[src/hdl/hkf_pkg.sv]
package hkf_pkg;

   localparam int unsigned WORD_WIDTH  = 32;
   localparam int unsigned VALUE_WIDTH = 2 * WORD_WIDTH;
   localparam int unsigned NIB_WIDTH   = 4;
   localparam int unsigned COUNT_WIDTH = 5;
   localparam int unsigned KEY_LEN     = 16;
   localparam int unsigned COUNT_SAT   = 17;
   localparam int unsigned ROUNDS      = 4;
   localparam int unsigned ROUND_WIDTH = $clog2(ROUNDS);

   localparam logic [WORD_WIDTH-1:0] MIX_MUL = 32'h045D_9F3B;

   // register reset values
   localparam logic [WORD_WIDTH-1:0] ROUND_KEY_ONE_RESET   = 32'h5A3C_E7F1;
   localparam logic [WORD_WIDTH-1:0] ROUND_KEY_TWO_RESET   = 32'h1F4B_8C2D;
   localparam logic [WORD_WIDTH-1:0] ROUND_KEY_THREE_RESET = 32'hDEAD_1337;
   localparam logic [WORD_WIDTH-1:0] ROUND_KEY_FOUR_RESET  = 32'h8BAD_F00D;
   localparam logic [WORD_WIDTH-1:0] MATCH_HIGH_RESET      = 32'hA11C_3514;
   localparam logic [WORD_WIDTH-1:0] MATCH_LOW_RESET       = 32'hF00D_CAFE;

   // register indexes
   localparam int unsigned CSR_INDEX_WIDTH = 3;
   localparam logic [CSR_INDEX_WIDTH-1:0] CSR_ROUND_KEY_ONE   = 3'd0;
   localparam logic [CSR_INDEX_WIDTH-1:0] CSR_ROUND_KEY_TWO   = 3'd1;
   localparam logic [CSR_INDEX_WIDTH-1:0] CSR_ROUND_KEY_THREE = 3'd2;
   localparam logic [CSR_INDEX_WIDTH-1:0] CSR_ROUND_KEY_FOUR  = 3'd3;
   localparam logic [CSR_INDEX_WIDTH-1:0] CSR_MATCH_HIGH      = 3'd4;
   localparam logic [CSR_INDEX_WIDTH-1:0] CSR_MATCH_LOW       = 3'd5;

   localparam int unsigned QUEUE_DEPTH_DEFAULT = 2;

   typedef struct packed {
      logic [7:0] char_code;
      logic       last_char;
   } req_type;

   typedef struct packed {
      logic                  granted;
      logic                  well_formed;
      logic [WORD_WIDTH-1:0] cipher_high;
      logic [WORD_WIDTH-1:0] cipher_low;
   } rsp_type;

   // one finished string, handed from front to back
   typedef struct packed {
      logic [WORD_WIDTH-1:0] high_half;
      logic [WORD_WIDTH-1:0] low_half;
      logic                  well_formed;
   } job_type;

   typedef struct packed {
      logic [ROUNDS-1:0][WORD_WIDTH-1:0] round_key;
      logic [WORD_WIDTH-1:0]             match_high;
      logic [WORD_WIDTH-1:0]             match_low;
   } cfg_type;

   typedef struct packed {
      logic full;
      logic empty;
   } fifo_flags_type;

   // bit 4 set: not a hex digit
   function automatic logic [NIB_WIDTH:0] hex_nibble(input logic [7:0] c);
      logic [NIB_WIDTH:0] nib;
      nib = 5'd16;
      if (c >= 8'h30 && c <= 8'h39) begin
         nib = {1'b0, c[3:0]};
      end else if ((c >= 8'h41 && c <= 8'h46) || (c >= 8'h61 && c <= 8'h66)) begin
         nib = {1'b0, c[3:0] + 4'd9};
      end
      return nib;
   endfunction

   function automatic logic [WORD_WIDTH-1:0] xor_shift(input logic [WORD_WIDTH-1:0] x);
      return x ^ {16'b0, x[WORD_WIDTH-1:16]};
   endfunction

endpackage

[src/hdl/hkf_front.sv]
module hkf_front (
   input  logic                    clock,
   input  logic                    reset,
   input  logic                    req_valid,
   output logic                    req_stall,
   input  hkf_pkg::req_type        req_payload,
   input  hkf_pkg::fifo_flags_type q_flags,
   output logic                    q_push,
   output hkf_pkg::job_type        q_job
);

   logic [hkf_pkg::COUNT_WIDTH-1:0] count_ff, count_in, count_next;
   logic [hkf_pkg::VALUE_WIDTH-1:0] value_ff, value_in, value_next;
   logic                            bad_ff, bad_in, bad_next;
   logic [hkf_pkg::NIB_WIDTH:0]     nib;
   logic                            accept;

   assign req_stall = q_flags.full;
   assign accept    = req_valid && !q_flags.full;

   assign nib        = hkf_pkg::hex_nibble(req_payload.char_code);
   assign bad_next   = bad_ff || nib[hkf_pkg::NIB_WIDTH];
   assign value_next = {value_ff[hkf_pkg::VALUE_WIDTH-hkf_pkg::NIB_WIDTH-1:0],
                        nib[hkf_pkg::NIB_WIDTH] ? 4'h0 : nib[hkf_pkg::NIB_WIDTH-1:0]};
   assign count_next = (count_ff < hkf_pkg::COUNT_WIDTH'(hkf_pkg::COUNT_SAT)) ?
                       count_ff + 1'b1 : count_ff;

   assign q_push            = accept && req_payload.last_char;
   assign q_job.high_half   = value_next[hkf_pkg::VALUE_WIDTH-1:hkf_pkg::WORD_WIDTH];
   assign q_job.low_half    = value_next[hkf_pkg::WORD_WIDTH-1:0];
   assign q_job.well_formed = (count_next == hkf_pkg::COUNT_WIDTH'(hkf_pkg::KEY_LEN)) &&
                              !bad_next;

   always_comb begin
      count_in = count_ff;
      value_in = value_ff;
      bad_in   = bad_ff;
      if (accept) begin
         if (req_payload.last_char) begin
            count_in = '0;
            value_in = '0;
            bad_in   = 1'b0;
         end else begin
            count_in = count_next;
            value_in = value_next;
            bad_in   = bad_next;
         end
      end
   end

   always_ff @(posedge clock) begin
      if (reset) begin
         count_ff <= '0;
         value_ff <= '0;
         bad_ff   <= 1'b0;
      end else begin
         count_ff <= count_in;
         value_ff <= value_in;
         bad_ff   <= bad_in;
      end
   end

endmodule

[src/hdl/hkf_queue.sv]
module hkf_queue #(
   parameter int unsigned DEPTH = hkf_pkg::QUEUE_DEPTH_DEFAULT
) (
   input  logic                    clock,
   input  logic                    reset,
   input  logic                    push,
   input  hkf_pkg::job_type        push_data,
   input  logic                    pop,
   output hkf_pkg::job_type        pop_data,
   output hkf_pkg::fifo_flags_type flags
);

   localparam int unsigned PTR_WIDTH = (DEPTH > 1) ? $clog2(DEPTH) : 1;
   localparam int unsigned CNT_WIDTH = $clog2(DEPTH + 1);
   localparam logic [PTR_WIDTH-1:0] LAST_PTR = PTR_WIDTH'(DEPTH - 1);

   hkf_pkg::job_type       entry_ff [DEPTH];
   logic [PTR_WIDTH-1:0]   wr_ptr_ff, wr_ptr_in, rd_ptr_ff, rd_ptr_in;
   logic [CNT_WIDTH-1:0]   fill_ff, fill_in;

   assign flags.full  = (fill_ff == CNT_WIDTH'(DEPTH));
   assign flags.empty = (fill_ff == '0);
   assign pop_data    = entry_ff[rd_ptr_ff];

   always_comb begin
      wr_ptr_in = wr_ptr_ff;
      rd_ptr_in = rd_ptr_ff;
      fill_in   = fill_ff;
      if (push) begin
         wr_ptr_in = (wr_ptr_ff == LAST_PTR) ? '0 : wr_ptr_ff + 1'b1;
      end
      if (pop) begin
         rd_ptr_in = (rd_ptr_ff == LAST_PTR) ? '0 : rd_ptr_ff + 1'b1;
      end
      if (push && !pop) begin
         fill_in = fill_ff + 1'b1;
      end else if (pop && !push) begin
         fill_in = fill_ff - 1'b1;
      end
   end

   always_ff @(posedge clock) begin
      if (push) begin
         entry_ff[wr_ptr_ff] <= push_data;
      end
   end

   always_ff @(posedge clock) begin
      if (reset) begin
         wr_ptr_ff <= '0;
         rd_ptr_ff <= '0;
         fill_ff   <= '0;
      end else begin
         wr_ptr_ff <= wr_ptr_in;
         rd_ptr_ff <= rd_ptr_in;
         fill_ff   <= fill_in;
      end
   end

   a_no_overflow: assert property (@(posedge clock) disable iff (reset)
      push && !pop |-> !flags.full)
      else $error("queue push while full");

   a_no_underflow: assert property (@(posedge clock) disable iff (reset)
      pop |-> !flags.empty)
      else $error("queue pop while empty");

endmodule

[src/hdl/hkf_back.sv]
module hkf_back (
   input  logic                    clock,
   input  logic                    reset,
   input  hkf_pkg::cfg_type        cfg,
   input  hkf_pkg::fifo_flags_type q_flags,
   input  hkf_pkg::job_type        q_job,
   output logic                    q_pop,
   output logic                    rsp_valid,
   input  logic                    rsp_stall,
   output hkf_pkg::rsp_type        rsp_payload
);

   typedef enum logic [4:0] {
      S_IDLE = 5'b00001,
      S_MUL1 = 5'b00010,
      S_MUL2 = 5'b00100,
      S_MIX  = 5'b01000,
      S_HOLD = 5'b10000
   } state_type;

   localparam logic [hkf_pkg::ROUND_WIDTH-1:0] LAST_ROUND =
      hkf_pkg::ROUND_WIDTH'(hkf_pkg::ROUNDS - 1);

   state_type                          state_ff, state_in;
   logic [hkf_pkg::ROUND_WIDTH-1:0]    round_ff, round_in;
   logic [hkf_pkg::WORD_WIDTH-1:0]     l_ff, l_in, r_ff, r_in, prod_ff, prod_in;
   logic [hkf_pkg::WORD_WIDTH-1:0]     mul_src, mix_out;
   logic                               formed_ff, formed_in;
   logic                               rsp_valid_ff, rsp_valid_in;
   hkf_pkg::rsp_type                   rsp_ff, rsp_in;
   logic                               out_free, load_rsp;

   // one shared 32x32 multiplier, low word kept
   assign mul_src = (state_ff == S_MUL1) ?
                    hkf_pkg::xor_shift(r_ff ^ cfg.round_key[round_ff]) :
                    hkf_pkg::xor_shift(prod_ff);
   assign mix_out = hkf_pkg::xor_shift(prod_ff);

   assign out_free = !rsp_valid_ff || !rsp_stall;
   assign load_rsp = (state_ff == S_HOLD) && out_free;
   assign q_pop    = (state_ff == S_IDLE) && !q_flags.empty;

   always_comb begin
      state_in  = state_ff;
      round_in  = round_ff;
      l_in      = l_ff;
      r_in      = r_ff;
      prod_in   = prod_ff;
      formed_in = formed_ff;
      unique case (state_ff)
         S_IDLE: begin
            if (!q_flags.empty) begin
               l_in      = q_job.high_half;
               r_in      = q_job.low_half;
               formed_in = q_job.well_formed;
               round_in  = '0;
               state_in  = S_MUL1;
            end
         end
         S_MUL1: begin
            prod_in  = mul_src * hkf_pkg::MIX_MUL;
            state_in = S_MUL2;
         end
         S_MUL2: begin
            prod_in  = mul_src * hkf_pkg::MIX_MUL;
            state_in = S_MIX;
         end
         S_MIX: begin
            l_in = r_ff;
            r_in = l_ff ^ mix_out;
            if (round_ff == LAST_ROUND) begin
               state_in = S_HOLD;
            end else begin
               round_in = round_ff + 1'b1;
               state_in = S_MUL1;
            end
         end
         S_HOLD: begin
            if (out_free) begin
               state_in = S_IDLE;
            end
         end
         default: state_in = S_IDLE;
      endcase
   end

   always_comb begin
      rsp_in             = rsp_ff;
      rsp_valid_in       = rsp_valid_ff && rsp_stall;
      if (load_rsp) begin
         rsp_in.well_formed = formed_ff;
         rsp_in.granted     = formed_ff && (l_ff == cfg.match_high) &&
                              (r_ff == cfg.match_low);
         rsp_in.cipher_high = l_ff;
         rsp_in.cipher_low  = r_ff;
         rsp_valid_in       = 1'b1;
      end
   end

   always_ff @(posedge clock) begin
      round_ff  <= round_in;
      l_ff      <= l_in;
      r_ff      <= r_in;
      prod_ff   <= prod_in;
      formed_ff <= formed_in;
      rsp_ff    <= rsp_in;
   end

   always_ff @(posedge clock) begin
      if (reset) begin
         state_ff     <= S_IDLE;
         rsp_valid_ff <= 1'b0;
      end else begin
         state_ff     <= state_in;
         rsp_valid_ff <= rsp_valid_in;
      end
   end

   assign rsp_valid   = rsp_valid_ff;
   assign rsp_payload = rsp_ff;

   a_last_round_holds: assert property (@(posedge clock) disable iff (reset)
      (state_ff == S_MIX) && (round_ff == LAST_ROUND) |=> (state_ff == S_HOLD))
      else $error("fourth round did not finish into hold");

   a_load_shows: assert property (@(posedge clock) disable iff (reset)
      load_rsp |=> rsp_valid_ff && (state_ff == S_IDLE))
      else $error("result load lost");

endmodule

[src/hdl/hex_key_feistel_checker_core.sv]
// Channel   Ports                               Moves
// req       req_valid/req_stall, req_payload    one key character per request
// rsp       rsp_valid/rsp_stall, rsp_payload    verdict and cipher halves per string
// csr       csr_valid/csr_ready, csr_index/data round keys and expected words
//
// Front takes one character per cycle unless the queue is full and pushes a job
// into the queue on the last character. Back runs four Feistel rounds on a
// shared 32x32 multiplier, each round in MUL1, MUL2, MIX, loaded in IDLE, held in HOLD.
// Strings coming faster than back stall req once QUEUE_DEPTH jobs are waiting.
// Reset is synchronous; string state clears, registers take their defaults.
// rsp holds in its output register, so back starts the next job under a stall.
module hex_key_feistel_checker_core #(
   parameter int unsigned QUEUE_DEPTH = hkf_pkg::QUEUE_DEPTH_DEFAULT
) (
   input  logic                                clock,
   input  logic                                reset,
   input  logic                                req_valid,
   output logic                                req_stall,
   input  hkf_pkg::req_type                    req_payload,
   output logic                                rsp_valid,
   input  logic                                rsp_stall,
   output hkf_pkg::rsp_type                    rsp_payload,
   input  logic                                csr_valid,
   output logic                                csr_ready,
   input  logic [hkf_pkg::CSR_INDEX_WIDTH-1:0] csr_index,
   input  logic [hkf_pkg::WORD_WIDTH-1:0]      csr_data
);

   hkf_pkg::cfg_type        cfg_ff, cfg_in;
   hkf_pkg::fifo_flags_type q_flags;
   hkf_pkg::job_type        push_job, pop_job;
   logic                    q_push, q_pop;

   // the user must make writes only while idle, which the block does not enforce; no handshake back-pressure is given
   assign csr_ready = 1'b1;

   always_comb begin
      cfg_in = cfg_ff;
      if (csr_valid && csr_ready) begin
         unique case (csr_index)
            hkf_pkg::CSR_ROUND_KEY_ONE:   cfg_in.round_key[0] = csr_data;
            hkf_pkg::CSR_ROUND_KEY_TWO:   cfg_in.round_key[1] = csr_data;
            hkf_pkg::CSR_ROUND_KEY_THREE: cfg_in.round_key[2] = csr_data;
            hkf_pkg::CSR_ROUND_KEY_FOUR:  cfg_in.round_key[3] = csr_data;
            hkf_pkg::CSR_MATCH_HIGH:      cfg_in.match_high   = csr_data;
            hkf_pkg::CSR_MATCH_LOW:       cfg_in.match_low    = csr_data;
            default:                      cfg_in = cfg_ff;   // unmapped, dropped
         endcase
      end
   end

   always_ff @(posedge clock) begin
      if (reset) begin
         cfg_ff.round_key[0] <= hkf_pkg::ROUND_KEY_ONE_RESET;
         cfg_ff.round_key[1] <= hkf_pkg::ROUND_KEY_TWO_RESET;
         cfg_ff.round_key[2] <= hkf_pkg::ROUND_KEY_THREE_RESET;
         cfg_ff.round_key[3] <= hkf_pkg::ROUND_KEY_FOUR_RESET;
         cfg_ff.match_high   <= hkf_pkg::MATCH_HIGH_RESET;
         cfg_ff.match_low    <= hkf_pkg::MATCH_LOW_RESET;
      end else begin
         cfg_ff <= cfg_in;
      end
   end

   // character accumulation, hex check and length count
   hkf_front u_front (
      .clock       (clock),
      .reset       (reset),
      .req_valid   (req_valid),
      .req_stall   (req_stall),
      .req_payload (req_payload),
      .q_flags     (q_flags),
      .q_push      (q_push),
      .q_job       (push_job)
   );

   // finished strings waiting for the round engine
   hkf_queue #(
      .DEPTH (QUEUE_DEPTH)
   ) u_queue (
      .clock     (clock),
      .reset     (reset),
      .push      (q_push),
      .push_data (push_job),
      .pop       (q_pop),
      .pop_data  (pop_job),
      .flags     (q_flags)
   );

   // Feistel rounds, compare, output register
   hkf_back u_back (
      .clock       (clock),
      .reset       (reset),
      .cfg         (cfg_ff),
      .q_flags     (q_flags),
      .q_job       (pop_job),
      .q_pop       (q_pop),
      .rsp_valid   (rsp_valid),
      .rsp_stall   (rsp_stall),
      .rsp_payload (rsp_payload)
   );

endmodule
[config.mk]
export PLATFORM = sky130hd
export DESIGN_NAME = hex_key_feistel_checker_core
export DESIGN_NICKNAME = d
export VERILOG_FILES = /design/src/hdl/hkf_pkg.sv /design/src/hdl/hkf_front.sv /design/src/hdl/hkf_queue.sv /design/src/hdl/hkf_back.sv /design/src/hdl/hex_key_feistel_checker_core.sv
export SDC_FILE = /design/constraint.sdc
export NUM_CORES = 2
export LEC_CHECK = 0
export ABC_CLOCK_PERIOD_IN_PS = 10200
export BUFFER_PORTS_ARGS = -buffer_cell sky130_fd_sc_hd__buf_2
export CORE_MARGIN = 1.5
export CORE_UTILIZATION = 62
export DETAILED_ROUTE_END_ITERATION = 16
export GPL_TIMING_DRIVEN = 1
export HOLD_SLACK_MARGIN = 0.05
export PLACE_DENSITY = 0.78
export SKIP_CTS_REPAIR_TIMING = 1
export SLEW_MARGIN = 20
export SYNTH_ARGS = -nofsm -noshare
export SYNTH_HDL_FRONTEND = slang
export SYNTH_HIERARCHICAL = 1
export SYNTH_SLANG_ARGS = --single-unit
[constraint.sdc]
create_clock -name clock -period 10.2 [get_ports clock]
set_input_delay 0.51 -clock clock [delete_from_list [all_inputs] [get_ports clock]]
set_output_delay 0.51 -clock clock [all_outputs]
set_load 0.01 [all_outputs]
== Yosys cells after proc, flatten, opt, wreduce, memory -nomap -nowiden ==
Memories as Yosys holds them, arrays and structs flattened. A register that Yosys moved wholly into a read port is not among the register bits.
Index checks and enable logic that the tools add are counted.
Word-level totals
  output and inout bits: 69
  bits in writable memories: 130
  flip-flop bits (word level): 433
  memories: 1
  bits of input ports: 49
  word-level logic and storage cells: 131
Memory list
  u_queue.entry_ff: depth 2, width 65, read ports 1, clocked after memory_dff 1, write ports 1, RTL line hkf_queue.sv:17  | hkf_pkg::job_type entry_ff [DEPTH];
Cells by class
  add/sub/neg operators: 7
  reductions and logical operators: 38
  $mul: 1
  muxes and demuxes: 30
  bitwise logic cells: 5
  $lt $le $gt $ge: 8
  equality and inequality tests: 18
Operators with widths (number)
  32-bit two-way mux: 4
  32-bit one-hot mux with 2 select lines: 2
  32-bit binary-select mux with 2-bit select: 1
  32-bit equality test: 2
  32-bit by 16-bit bitwise XOR with 32-bit output: 2
  32-bit bitwise XOR: 2
  60-bit two-way mux: 1
  5-bit two-way mux: 7
  32-bit by 27-bit multiplier with 32-bit output, second input constant: 1
  5-bit one-hot mux with 5 select lines: 1
  2-bit AND reduction: 9
  8-bit by 7-bit greater-or-equal comparator with 1-bit output, second input constant: 2
  8-bit by 7-bit <= comparator with 1-bit output, second input constant: 2
  1-bit logical AND: 13
  5-bit equality test, second input constant: 2
  8-bit by 6-bit greater-or-equal comparator with 1-bit output, second input constant: 1
  8-bit by 6-bit <= comparator with 1-bit output, second input constant: 1
  1-bit two-way mux: 8
  2-bit two-way mux: 4
  1-bit zero test: 7
  3-bit by 2-bit equality test with 1-bit output, second input constant: 2
  3-bit equality test, second input constant: 2
  5-bit by 1-bit adder with 5-bit output, second input constant: 1
  5-bit by 1-bit equality test with 1-bit output, second input constant: 1
  other kinds (22): 29

== Depth between registers and ports, before layout ==
  depth after elaboration: 8
  mapped depth: 32
  mapped depth without buffers: 28

== Hierarchy ==
Netlist, hierarchy kept.
By module, submodules not included
  hkf_back: cells each 1694, seq. area each 5074.9 sq um, area each 18012.3 sq um, times used 1
  hex_key_feistel_checker_core: cells each 707, seq. area each 3843.7 sq um, area each 7423.4 sq um, times used 1
  hkf_queue: cells each 224, seq. area each 4003.8 sq um, area each 4912.2 sq um, times used 1
  hkf_front: cells each 322, seq. area each 1321.3 sq um, area each 2798.9 sq um, times used 1

== Worst setup path after synthesis ==
No wires, ideal clock.
  kind: register to register
  from: register u_back/round_ff[0] (netlist name)
  to: register u_back/prod_ff[28] (netlist name), data pin
  library setup time: 0.263 ns
  cell stages (with the launch flop): 30
  data required time: 9.937 ns
  setup slack: 2.442 ns
  buffers on the path: 4
  period minus slack after synthesis: 7.758 ns
  data arrival time: 7.495 ns
  path through: edfxtp_1 buf_6 buf_6 buf_4 buf_4 mux4_2 xnor2_1 xnor2_1 o21ai_0 inv_1 fa_1 fa_1 inv_1 fa_1 inv_1 fa_1 ha_1 inv_1 fa_1 inv_1 ha_1 a21o_1 a21o_1 a21o_1 a21o_1 a211o_1 a31oi_1 o21ai_1 a211oi_1 xnor2_1
Between the ends
  longest elaborated chain between the ends: 6
Ends and longest elaborated chain
  start, declared: RTL line hkf_back.sv:25  | logic [hkf_pkg::ROUND_WIDTH-1:0] round_ff, round_in;
  start signal, assigned: RTL line hkf_back.sv:101  | round_ff <= round_in;
  32-bit binary-select mux with 2-bit select: RTL line hkf_back.sv:35  | hkf_pkg::xor_shift(r_ff ^ cfg.round_key[round_ff]) :
  32-bit two-way mux (implied by the code): RTL line hkf_back.sv:35
  32-bit bitwise XOR: RTL line hkf_back.sv:35
  32-bit by 16-bit bitwise XOR with 32-bit output: RTL line hkf_pkg.sv:76  | return x ^ {16'b0, x[WORD_WIDTH-1:16]};
  32-bit two-way mux: RTL line hkf_back.sv:34  | assign mul_src = (state_ff == S_MUL1) ?
  32-bit by 27-bit multiplier with 32-bit output: RTL line hkf_back.sv:61, hkf_back.sv:65
  end signal, assigned: RTL line hkf_back.sv:104  | prod_ff <= prod_in;
  end, declared: RTL line hkf_back.sv:26  | logic [hkf_pkg::WORD_WIDTH-1:0] l_ff, l_in, r_ff, r_in, prod_ff, prod_in;
No other way between the ends. The select of a mux whose other input is x is not followed.
A chain may end at the register's enable or synchronous reset.

== Worst setup path after layout ==
  from: register u_back.state_ff[4]
  to: register u_back/prod_ff[31] (netlist name), data pin
Between the ends
  longest elaborated chain between the ends: 3
Ends and longest elaborated chain
  start, declared: RTL line hkf_back.sv:24  | state_type state_ff, state_in;
  start signal, assigned: RTL line hkf_back.sv:114  | state_ff <= state_in;
  5-bit by 2-bit equality test with 1-bit output: RTL line hkf_back.sv:34, hkf_back.sv:50
  32-bit two-way mux: RTL line hkf_back.sv:34
  32-bit by 27-bit multiplier with 32-bit output: RTL line hkf_back.sv:61, hkf_back.sv:65
No other way between the ends.

==> results <==
- The flow ran to the end, and the final reports show no timing, DRC or antenna violations.
- TritonCTS built the clock tree.
- The estimated wirelength of the detail-placed design is roughly 72000 um.
- STA classifies the critical path startpoint as a register.
- The initial core utilization is a little over three fifths.
- After synthesis, the mean cell area works out to approximately 11 um^2.
- The total number of H-tree levels is 2.
- The share of the clock period used by the worst path after layout is between 80% and 90%.
- Synthesis handed over a netlist of a little under 3k instances.
- The prevailing post-synth register cell is sky130_fd_sc_hd__edfxtp_1.
- Port buffering added ~120 buffers.
- The post-synthesis instance area is approximately 33000 um^2.
- The library cell used most frequently in the layout, excluding fill and tap cells, is sky130_fd_sc_hd__inv_1.
- The number of max-slew violations in the final report was 0.
- Dividing the detail-routed wire length by the instance count gives 25.5 um.
- Counting flops with an async set or reset pin after synthesis yields a share of 0%.
- The final hold violation count came to 0.
- In this run, distinct cell masters in the synthesized netlist total 83.
- The insertion delay to the later sink of the worst-skew pair is between 0.6 and 0.7 ns.
- The total clock sinks is 564.
- The number of nets at the end of the flow is ~3.5k.
- The required time of the critical path is 10.56 ns.
- The detailed-route vias per instance is just under 6.
- The initialized floorplan defines 84 standard-cell rows.
- The pre-antenna-repair detailed-routing pass consisted of 5 iterations.
- The post-synth net total is approximately 3.4k.
- The delay of the slowest critical-path stage is a little under 0.8 ns.
- The post-route DRC violation count is 0.
- The floorplan core area is ~53000 um^2.
- Global routing used 36.0% of the available tracks across all layers.
- The boundary pin count is about 120.
- The relative max-transition margin is between 10% and 20%.
- The number of enable-type register cells in the synthesized netlist is between 200 and 300.
- The number of global-route vias before repair was around 23k.
- The number of clock buffers inserted by TritonCTS is 56.
- The largest net degree at the start of global routing is roughly 270.
- The number of endpoints failing setup at the final stage is 0.
- The actual transition at the worst max-transition pin is 1.20 ns.
- The detail route stage leaves a number of antenna-violating nets equal to 0.
- The number of buffers and inverters on the critical path is 6.
- The post-layout minimum cycle time is 8.73 ns.
- Including well taps, the total number of placed cells is 3661.
- The clock tree root driver cell is sky130_fd_sc_hd__clkbuf_16.
- For this run, the number of Yosys warnings is 6.
- The family with the most delay on the worst path is adder cells.
- The final weighted congestion in routability-driven placement is just over 1.
- The number of antenna violations at the first check in global routing is 0.
- The largest fanout of any net on the critical path is 27.
- Final hold analysis gives a worst-case slack of 0.172 ns.
- The die is ~230 um wide.
- The total number of vias is around 22k.
- After synthesis the netlist holds a flip-flop and latch count of around 560.
- For the worst setup path, the data arrival time is 9.09 ns.
- Across the run, the number of max-cap violations was 0.
- The iteration-0 DRC count of the detailed router is approximately 2.2k.
- The area of the die is between 50000 and 60000 um^2.
- The highest-delay cell along the critical path is sky130_fd_sc_hd__or3b_2.
- For this run, the number of standard cells in the final layout without fillers is around 3.8k.
- The most repeated library cell on the critical path is sky130_fd_sc_hd__inv_1.
- The library cells used most frequently in the layout, excluding fill and tap cells, are sky130_fd_sc_hd__inv_1, sky130_fd_sc_hd__edfxtp_1, sky130_fd_sc_hd__dfxtp_1.
- The tightest min-delay check is of the in2reg type.
- STA classifies the critical path endpoint as a register.
- The signed area change from the synthesized netlist to the final layout is 9.33%.
- The floorplan step set the die height to roughly 230 um.
- The aggregate negative setup slack is 0 ns.
- The type of the worst setup path is reg2reg.
- The longest clock path from root to sink contains 3 buffers.
- Wires add up to roughly 96000 um.
- The first global-routing pass estimated between 100000 and 150000 um of wire.
- The setup clock skew after layout is about 0.039 ns.
- Once routing completed, OpenROAD measured the worst setup slack at between 1 and 1.5 ns.
- Of the synthesized area, sequential elements account for about 43%.
- The share of cells above drive strength 1 is roughly an eighth.
- Setup repair after global routing left no endpoint under its margin.
- Prior to clock tree synthesis, the placed netlist has a worst setup slack of ~1.6 ns.
- Global routing finished with a remaining overflow of 0.
- Timing would allow up to 115 MHz.
- The clock-pin slew on the worst setup and hold paths is around 0.06 ns.
final timing paths:
kind / from / depth (start not counted) / slack [ns] / end
min: rsp_stall / 3 / 0.17 / u_back/rsp_valid$_SDFF_PP0_
max: u_back/state_ff[4]$_SDFFE_PP0P_ / 27 / 1.47 / u_back/prod_ff[31]$_DFFE_PP_
max reg2reg: u_back/state_ff[4]$_SDFFE_PP0P_ / 27 / 1.47 / u_back/prod_ff[31]$_DFFE_PP_
min reg2reg: u_front/value_ff[59]$_SDFFE_PP0P_ / 0 / 0.46 / u_queue/entry_ff[1][64]$_DFFE_PP_
flip-flops by register name, summed over array words and instances, names as in the netlist, named ones only:
name / flops
u_back/l_ff: 32
u_back/formed_ff: 1
u_front/value_ff: 60
u_back/round_ff: 2
u_back/state_ff: 5
u_queue/fill_ff: 2
u_queue/wr_ptr_ff: 1
u_front/count_ff: 5
u_queue/rd_ptr_ff: 1
u_back/rsp_valid: 1
u_back/r_ff: 32
u_front/bad_ff: 1
u_back/rsp_payload: 66
cfg_ff: 192
u_back/prod_ff: 32
u_queue/entry_ff: 130
metal layers:
metal  share of wire, %  vias to the layer above  GRT usage (%)
met1                 42                    11200           50.4
met5                  0                        -              0
met2                 47                      970           57.4
met3                8.2                      159           5.75
met4                3.7                        0           12.3
li1                   -                     9872              -
cell usage after synthesis, drive strengths merged, types with 76 or more instances:
master  number  area, um^2
nand2b     128         801
ha         167        2090
dfxtp      269        5390
inv        466        1750
a21oi       95         524
xnor2      150        1340
mux2i      193        1930
fa         214        4280
edfxtp     295        8860
nor2       180         678
nand2      215         807
clkbuf      76         285
through the flow:
| stage | instance area (um^2) | util, % |
|---|---|---|
| 6_report | 36200 | 68.8 |
| 5_1_grt | 36200 | 68.8 |
| 4_1_cts | 36200 | 68.8 |
| 3_5_place_dp | 34300 | 65.2 |
| 3_3_place_gp | 34300 | 65.2 |
| 2_1_floorplan | 33100 | - |
worst min-delay path, stage by stage:
cell and delay [ns]:
sky130_fd_sc_hd__buf_2 0.12, sky130_fd_sc_hd__nand2_1 0.07, sky130_fd_sc_hd__a21oi_1 0.06
kinds of logic (layout without fill, tap and decap cells):
family                   count (synthesis)  count (layout)  synth area share, %
flip-flops                             564             564                 43.0
XOR/XNOR                               204             204                 5.46
multiplexers                           291             291                 10.2
AND/OR/NAND/NOR                        663             663                 9.95
other                                    1               2               0.0113
AO/OA/AOI/OAI                          257             257                 4.99
adder cells (fa/ha/maj)                381             381                 19.2
buffers and inverters                  586             718                 7.14
final cells by class:
| cell class | instances | area (um^2) |
|---|---|---|
| timing repair buffer | 146 | 840 |
| sequential | 564 | 14200 |
| antenna | 1 | 2.50 |
| multi-input combinational | 1797 | 16600 |
| clock buffer | 81 | 1610 |
| tap | 688 | 861 |
| inverter | 466 | 1750 |
| fill | 3914 | 16400 |
| clock inverter | 25 | 299 |
Power is not shown: default switching activity piles up to over one toggle a cycle in this logic, so the estimate is an artifact.
